File: config.mk
export PLATFORM = sky130hd
export DESIGN_NAME = mme_mac
export DESIGN_NICKNAME = d
export VERILOG_FILES = /design/src/sv/mme_pkg.sv /design/src/sv/mme_mac.sv
export SDC_FILE = /design/constraint.sdc
export NUM_CORES = 2
export LEC_CHECK = 0
export ABC_AREA = 1
export BUFFER_PORTS_ARGS = -buffer_cell sky130_fd_sc_hd__buf_2
export CORE_MARGIN = 2
export CORE_UTILIZATION = 56
export DETAILED_ROUTE_END_ITERATION = 7
export MAX_ROUTING_LAYER = met4
export PLACE_DENSITY_LB_ADDON = 0.1
export SETUP_SLACK_MARGIN = 0.4
export SYNTH_ARGS = -nofsm -noshare
export SYNTH_HDL_FRONTEND = slang
export SYNTH_SLANG_ARGS = --single-unit
File: constraint.sdc
create_clock -name clk -period 10.85 [get_ports clk]
set_input_delay 1.6275 -clock clk [delete_from_list [all_inputs] [get_ports clk]]
set_output_delay 1.6275 -clock clk [all_outputs]
set_load 0.05 [all_outputs]
File: src/sv/mme_pkg.sv
// ----------------------------------------------------------------------------
// mme_pkg
// shared types and constants of the matrix multiply engine
// ----------------------------------------------------------------------------
`default_nettype none

package mme_pkg;

  // fixed field widths
  localparam int IDX_W     = 3;   // row and column index fields
  localparam int DIM_W     = 4;   // dimension registers
  localparam int ACT_W     = 2;   // action field
  localparam int WORD_W    = 32;  // element and result words
  localparam int ACC_W     = 64;  // accumulator
  localparam int FRAC_BITS = 16;  // q16.16

  // action codes
  typedef enum logic [ACT_W-1:0] {
    ACT_WRITE_A = 2'd0,
    ACT_WRITE_B = 2'd1,
    ACT_COMPUTE = 2'd2
  } action_t;

  // register indexes on the apb port
  typedef enum logic [1:0] {
    REG_ROWS_A    = 2'd0,
    REG_INNER_DIM = 2'd1,
    REG_COLS_B    = 2'd2
  } reg_idx_t;

  // sequencer states
  typedef enum logic [1:0] {
    ST_IDLE,
    ST_ISSUE,
    ST_DRAIN
  } state_t;

  // tag that travels with each multiply-accumulate step
  typedef struct packed {
    logic             valid;
    logic             first;   // first term of an element: clear the accumulator
    logic             last_k;  // final term of an element: emit it
    logic             last;    // final element of the result matrix
    logic [IDX_W-1:0] row;
    logic [IDX_W-1:0] col;
  } tag_t;

endpackage

`default_nettype wire

File: src/sv/mme_mac.sv
// ----------------------------------------------------------------------------
// mme_mac
// multiply, accumulate and saturate pipeline for one result element at a time
// ----------------------------------------------------------------------------
`default_nettype none

module mme_mac
  import mme_pkg::*;
#(
  parameter int ELEM_WIDTH = 32
)
(
  input  wire logic                  clk,
  input  wire logic                  rst_n,
  input  wire logic [ELEM_WIDTH-1:0] a_data,
  input  wire logic [ELEM_WIDTH-1:0] b_data,
  input  wire tag_t                  tag_in,
  output logic                       res_valid,
  output logic [WORD_W-1:0]          res_value,
  output logic [IDX_W-1:0]           res_row,
  output logic [IDX_W-1:0]           res_col,
  output logic                       res_last,
  output logic                       active
);

  localparam logic signed [ACC_W-1:0] SAT_HI = (64'sd1 <<< (ELEM_WIDTH - 1)) - 64'sd1;
  localparam logic signed [ACC_W-1:0] SAT_LO = -(64'sd1 <<< (ELEM_WIDTH - 1));

  logic signed [ELEM_WIDTH-1:0]   a_s;
  logic signed [ELEM_WIDTH-1:0]   b_s;
  logic signed [2*ELEM_WIDTH-1:0] prod_full;
  logic signed [ACC_W-1:0]        prod_ext;
  logic signed [ACC_W-1:0]        prod_nxt;
  logic signed [ACC_W-1:0]        prod_r;
  logic signed [ACC_W-1:0]        acc_nxt;
  logic signed [ACC_W-1:0]        acc_r;
  logic signed [ACC_W-1:0]        sat;
  tag_t                           tag2_r;
  tag_t                           tag3_r;
  logic                           res_valid_r;
  logic [WORD_W-1:0]              res_value_r;
  logic [IDX_W-1:0]               res_row_r;
  logic [IDX_W-1:0]               res_col_r;
  logic                           res_last_r;

  // exact product, floored to q16.16
  assign a_s       = a_data;
  assign b_s       = b_data;
  assign prod_full = a_s * b_s;
  assign prod_ext  = ACC_W'(prod_full);
  assign prod_nxt  = prod_ext >>> FRAC_BITS;

  assign acc_nxt = (tag2_r.first ? '0 : acc_r) + prod_r;

  always_comb begin
    if (acc_r > SAT_HI) begin
      sat = SAT_HI;
    end else if (acc_r < SAT_LO) begin
      sat = SAT_LO;
    end else begin
      sat = acc_r;
    end
  end

  always_ff @(posedge clk) begin
    if (!rst_n) begin
      tag2_r      <= '0;
      tag3_r      <= '0;
      acc_r       <= '0;
      res_valid_r <= 1'b0;
    end else begin
      tag2_r      <= tag_in;
      tag3_r      <= tag2_r;
      if (tag2_r.valid) begin
        acc_r <= acc_nxt;
      end
      res_valid_r <= tag3_r.valid && tag3_r.last_k;
    end
  end

  always_ff @(posedge clk) begin
    prod_r <= prod_nxt;
    if (tag3_r.valid && tag3_r.last_k) begin
      res_value_r <= sat[WORD_W-1:0];
      res_row_r   <= tag3_r.row;
      res_col_r   <= tag3_r.col;
      res_last_r  <= tag3_r.last;
    end
  end

  assign res_valid = res_valid_r;
  assign res_value = res_value_r;
  assign res_row   = res_row_r;
  assign res_col   = res_col_r;
  assign res_last  = res_last_r;
  assign active    = tag2_r.valid || tag3_r.valid;

endmodule

`default_nettype wire

==> Yosys cells after proc, flatten, opt, wreduce, memory -nomap -nowiden <==
Cells that the tools add are included.
{ "word_totals": {"register_bits": 171, "inputBits": 76} }
{ "op_classes": {"addsub": 1, "n_mul": 1, "magnitude_cmp": 2, "muxes": 2, "reduce_logical": 2} }
{ "ops": {"columns": ["operator", "n"], "rows": [
  ["$add 64x64->64", 1],
  ["$gt 64x32->1 const B", 1],
  ["$lt 64x32->1 const B", 1],
  ["$mul 32x32->64", 1],
  ["$mux 64", 1],
  ["$mux 32", 1],
  ["$logic_and 1x1->1", 1],
  ["$logic_or 1x1->1", 1]
]} }

==> Depth between registers and ports, before layout <==
{ "logic_depth": {"ltp_word": 2, "ltp_mapped": 32, "mapped_depth_nobuf": 31} }

==> Worst setup path before layout <==
OpenSTA, ideal clock, no wires.
{ "synth_path": {"path_type": "input to register", "startpoint": "input a_data[31]", "endpoint": "register prod_r[45]", "setup_time_ns": 0.112, "arrival_ns": 8.241, "required_ns": 10.738, "path_slack_ns": 2.497, "path_stages": 29, "path_cell_list": "clkbuf_1 > nand2_1 > inv_1 > fa_1 > inv_1 > fa_1 > inv_1 > fa_1 > fa_1 > inv_1 > fa_1 > inv_1 > fa_1 > inv_1 > fa_1 > fa_1 > inv_1 > ha_1 > nand2_1 > nor2_1 > inv_1 > nor2_2 > inv_2 > nor2_1 > inv_1 > nor3_1 > nand2_1 > nand3_1 > nand2_1"} }
{ "synth_via": {"elab_chain_cells": 1} }
{ "synth_lines": {"columns": ["element", "line", "rtl"], "rows": [
  ["start: declaration", "mme_mac.sv:15", "input wire logic [ELEM_WIDTH-1:0] a_data,"],
  ["$mul 32x32->64", "mme_mac.sv:49", "assign prod_full = a_s * b_s;"],
  ["named net prod_ext[61]", "mme_mac.sv:32", "logic signed [ACC_W-1:0] prod_ext;"],
  ["end signal: assignment", "mme_mac.sv:82", "prod_r <= prod_nxt;"],
  ["end: declaration", "mme_mac.sv:34", "logic signed [ACC_W-1:0] prod_r;"]
]} }
The timed path passes the listed nets, and every way through them passes these cells.
A chain may end at the register's enable or synchronous reset.

==> Worst setup path after layout <==
{ "layout_path": {"startpoint": "input b_data[3]", "endpoint": "register prod_r[47] (netlist name)"} }
{ "layout_via": {"elab_chain_cells": 1} }
{ "layout_lines": {"columns": ["element", "line", "rtl"], "rows": [
  ["start: declaration", "mme_mac.sv:16", "input wire logic [ELEM_WIDTH-1:0] b_data,"],
  ["$mul 32x32->64", "mme_mac.sv:49", null],
  ["named net prod_ext[63]", "mme_mac.sv:32", null]
]} }
The timed path passes the listed nets, and every way through them passes these cells.

==> flow_metrics.tcl <==
set metrics [dict create \
    final.period_utilization_pct 82.0 \
    crit_fanout 32 \
    dieArea_um2 90900 \
    fp-row-count 109 \
    critPathBufInv 7 \
    hold_path_depth 0 \
    finalSetupTns_ns 0 \
    vias 40594 \
    syn-instance-count 6726 \
    max-slew-margin-rel_pct 17.0 \
    cell_area_synth_um2 49600 \
    floorplan.initialDensity_pct 56.3 \
    hp-class "flip-flop to flip-flop" \
    synth_edf_count 39 \
    core_area_um2 88100 \
    detailedRoute.firstPassIterationCount 7 \
    nets_in_the_synthesized_netlist 8127 \
    clock_insertion_delay_worst_skew_ns 0.49 \
    clock_sinks 171 \
    dp_slack_ns 1.49 \
    dp_hpwl_mm 125 \
    cts_root_buffer "sky130_fd_sc_hd__clkbuf_16" \
    critical_path_class "input pin to flip-flop" \
    finalWorstPathRequiredPeriod_ns 8.89 \
    cp_slowest_stage_delay_ns 0.96 \
    worst_path_most_repeated_cell "sky130_fd_sc_hd__fa_1" \
    design.final.nets 8055 \
    max_cap_viol_count 0 \
    worst_pin_slew_ns 1.23 \
    cts_resized 0 \
    post_route_cells_drive_above_1_share_pct 3.52 \
    cts_tree "built" \
    rsz0062_at_grt "no" \
    synthArstFlopShare_pct 0 \
    cts_hold_buffers 0 \
    finalHoldViolations 0 \
    first_pass_grt_wire_length_mm 238 \
    detailed_route_wl_mm 148 \
    setup.worst_path.start_class "input pin" \
    synth_seq_cells 171 \
    timing_max_transition_violations_final 0 \
    timing.critical_path.required_ns 11.22 \
    ys.flop_type "sky130_fd_sc_hd__dfxtp_1" \
    floorplan.die.height_um 302 \
    num_cts_buffers 17 \
    finish.instance_area_um2 51600 \
    routedWlPerCell_um 18.8 \
    drtAntennaViolNets 0 \
    yosys_warnings 0 \
    setup-violations-final 0 \
    cts_post_setup_buffers_inserted 0 \
    critical_path_cell_count 25 \
    cp_arrival_ns 9.27 \
    cp_slowest_cell "sky130_fd_sc_hd__fa_1" \
    number_of_cells_on_the_worst_reg_to_reg_path 12 \
    synthToLayoutAreaGrowth_pct 4.01 \
    gr-usage-all-layers_pct 35.2 \
    avgViaCountPerCell 5.18 \
    io_buffer_count 116 \
    path_delay_family "adder cells" \
    io_pins 117 \
    dieWidth_um 302 \
    status "complete, no violations" \
    fin_skew_ns 0.0190 \
    placement.cell_area_um2 50900 \
    synth-seq-area-share_pct 7.69 \
    finalCoreUtilization_pct 58.5 \
    critPathCaptureType "flip-flop" \
    post_layout_worst_setup_margin_ns 1.96 \
    htree_levels 4 \
    gp_congestion 1.03 \
    drt_iter0_markers 2812 \
    grt_max_degree 72 \
    timing.fmax_ghz 0.112 \
    number_of_global_route_vias_before_repair 42427 \
    antenna_found_initial 7 \
    drc 0 \
    cts.reportedPaths.clkPinSlew_ns 0.08 \
    synth.avg_cell_area_um2 7.37 \
    grt-ovfl-total 0 \
    ctsLongestPathBuffers 2 \
    synth.lib_cells_used.distinct 38 \
]
worst paths after layout:
kind	startpoint	endpoint	slack, ns
max	b_data[3]	prod_r[47]	1.96
min	tag3_r[2]	res_col[2]	0.40
max reg2reg	tag2_r[8]	acc_r[47]	7.42
min reg2reg	tag3_r[2]	res_col[2]	0.40
flip-flops by register name, summed over array words and instances, names as in the netlist:
| register | flops |
|---|---|
| res_last | 1 |
| res_value | 32 |
| res_row | 3 |
| prod_r | 48 |
| tag2_r | 10 |
| acc_r | 64 |
| tag3_r | 9 |
| res_valid | 1 |
| res_col | 3 |
cells by family after synthesis:
group | count (synthesis) | share of synthesized area, %
compound gates | 339 | 3.67
xor+xnor | 58 | 1.02
fa+ha+maj | 1325 | 49.8
buf+inv | 2272 | 17.2
flops | 171 | 7.69
simple gates | 2561 | 20.6
Yosys cell counts, types with 5 or more instances:
| cell | count | share of area, % |
|---|---|---|
| sky130_fd_sc_hd__and3_1 | 7 | 0.088 |
| sky130_fd_sc_hd__a21oi_1 | 196 | 2.0 |
| sky130_fd_sc_hd__nor2_2 | 20 | 0.25 |
| sky130_fd_sc_hd__edfxtp_1 | 39 | 2.4 |
| sky130_fd_sc_hd__or2_2 | 10 | 0.13 |
| sky130_fd_sc_hd__xnor2_1 | 13 | 0.23 |
| sky130_fd_sc_hd__buf_1 | 5 | 0.038 |
| sky130_fd_sc_hd__clkbuf_1 | 216 | 1.6 |
| sky130_fd_sc_hd__inv_1 | 2037 | 15 |
| sky130_fd_sc_hd__o21ai_0 | 85 | 0.86 |
| sky130_fd_sc_hd__inv_2 | 6 | 0.045 |
| sky130_fd_sc_hd__dfxtp_1 | 132 | 5.3 |
| sky130_fd_sc_hd__nor3_1 | 21 | 0.21 |
| sky130_fd_sc_hd__nor4_1 | 20 | 0.25 |
| sky130_fd_sc_hd__xor2_1 | 45 | 0.80 |
| sky130_fd_sc_hd__nand2_2 | 15 | 0.19 |
| sky130_fd_sc_hd__buf_2 | 8 | 0.081 |
| sky130_fd_sc_hd__a31oi_1 | 5 | 0.063 |
| sky130_fd_sc_hd__nand3_1 | 153 | 1.5 |
| sky130_fd_sc_hd__nor2_1 | 314 | 2.4 |
| sky130_fd_sc_hd__o21bai_1 | 25 | 0.38 |
| sky130_fd_sc_hd__o21ai_1 | 12 | 0.12 |
| sky130_fd_sc_hd__nand4_1 | 39 | 0.49 |
| sky130_fd_sc_hd__ha_1 | 243 | 6.1 |
| sky130_fd_sc_hd__nand2_1 | 1944 | 15 |
| sky130_fd_sc_hd__fa_1 | 1082 | 44 |
through the flow:
step	cells	hold WS [ns]
detailed placement	7800	0.391
floorplan	6726	0.386
global route	7839	0.408
finish	7841	0.403
global placement	7800	0.387
CTS	7832	0.407
layout make-up:
cell class                      count  area [um2]
Clock buffer                       17         425
Fill cell                        8493       36500
Clock inverter                     15         194
Timing Repair Buffer              138         746
Inverter                         2043        7670
Sequential cell                   171        3820
Antenna cell                        9        22.5
Multi-Input combinational cell   4283       37200
Tap cell                         1165        1460
cell usage in the layout, fill, tap and decap left out, types with 6 or more instances in the layout:
cell / instances
sky130_fd_sc_hd__clkbuf_16: 17
sky130_fd_sc_hd__xnor2_1: 13
sky130_fd_sc_hd__nand4_1: 39
sky130_fd_sc_hd__edfxtp_1: 39
sky130_fd_sc_hd__and3_1: 7
sky130_fd_sc_hd__ha_1: 243
sky130_fd_sc_hd__inv_2: 6
sky130_fd_sc_hd__nand3_1: 153
sky130_fd_sc_hd__or2_2: 10
sky130_fd_sc_hd__nor2_1: 314
sky130_fd_sc_hd__a21oi_1: 196
sky130_fd_sc_hd__xor2_1: 45
sky130_fd_sc_hd__inv_1: 2037
sky130_fd_sc_hd__buf_2: 116
sky130_fd_sc_hd__dfxtp_1: 130
sky130_fd_sc_hd__o21ai_1: 12
sky130_fd_sc_hd__nor3_1: 21
sky130_fd_sc_hd__nor4_1: 20
sky130_fd_sc_hd__buf_4: 22
sky130_fd_sc_hd__nand2_1: 1944
sky130_fd_sc_hd__o21bai_1: 25
sky130_fd_sc_hd__fa_1: 1082
sky130_fd_sc_hd__o21ai_0: 85
sky130_fd_sc_hd__nand2_2: 15
sky130_fd_sc_hd__nor2_2: 20
sky130_fd_sc_hd__diode_2: 9
sky130_fd_sc_hd__clkinv_8: 7
routing by layer:
metal	share of wire (%)	track usage, %
met5	0	-
met4	2.8	9.78
met3	7.2	4.73
met2	47	56.2
met1	43	47.5
Power is not shown: default switching activity piles up to over one toggle a cycle in this logic, so the estimate is an artifact.
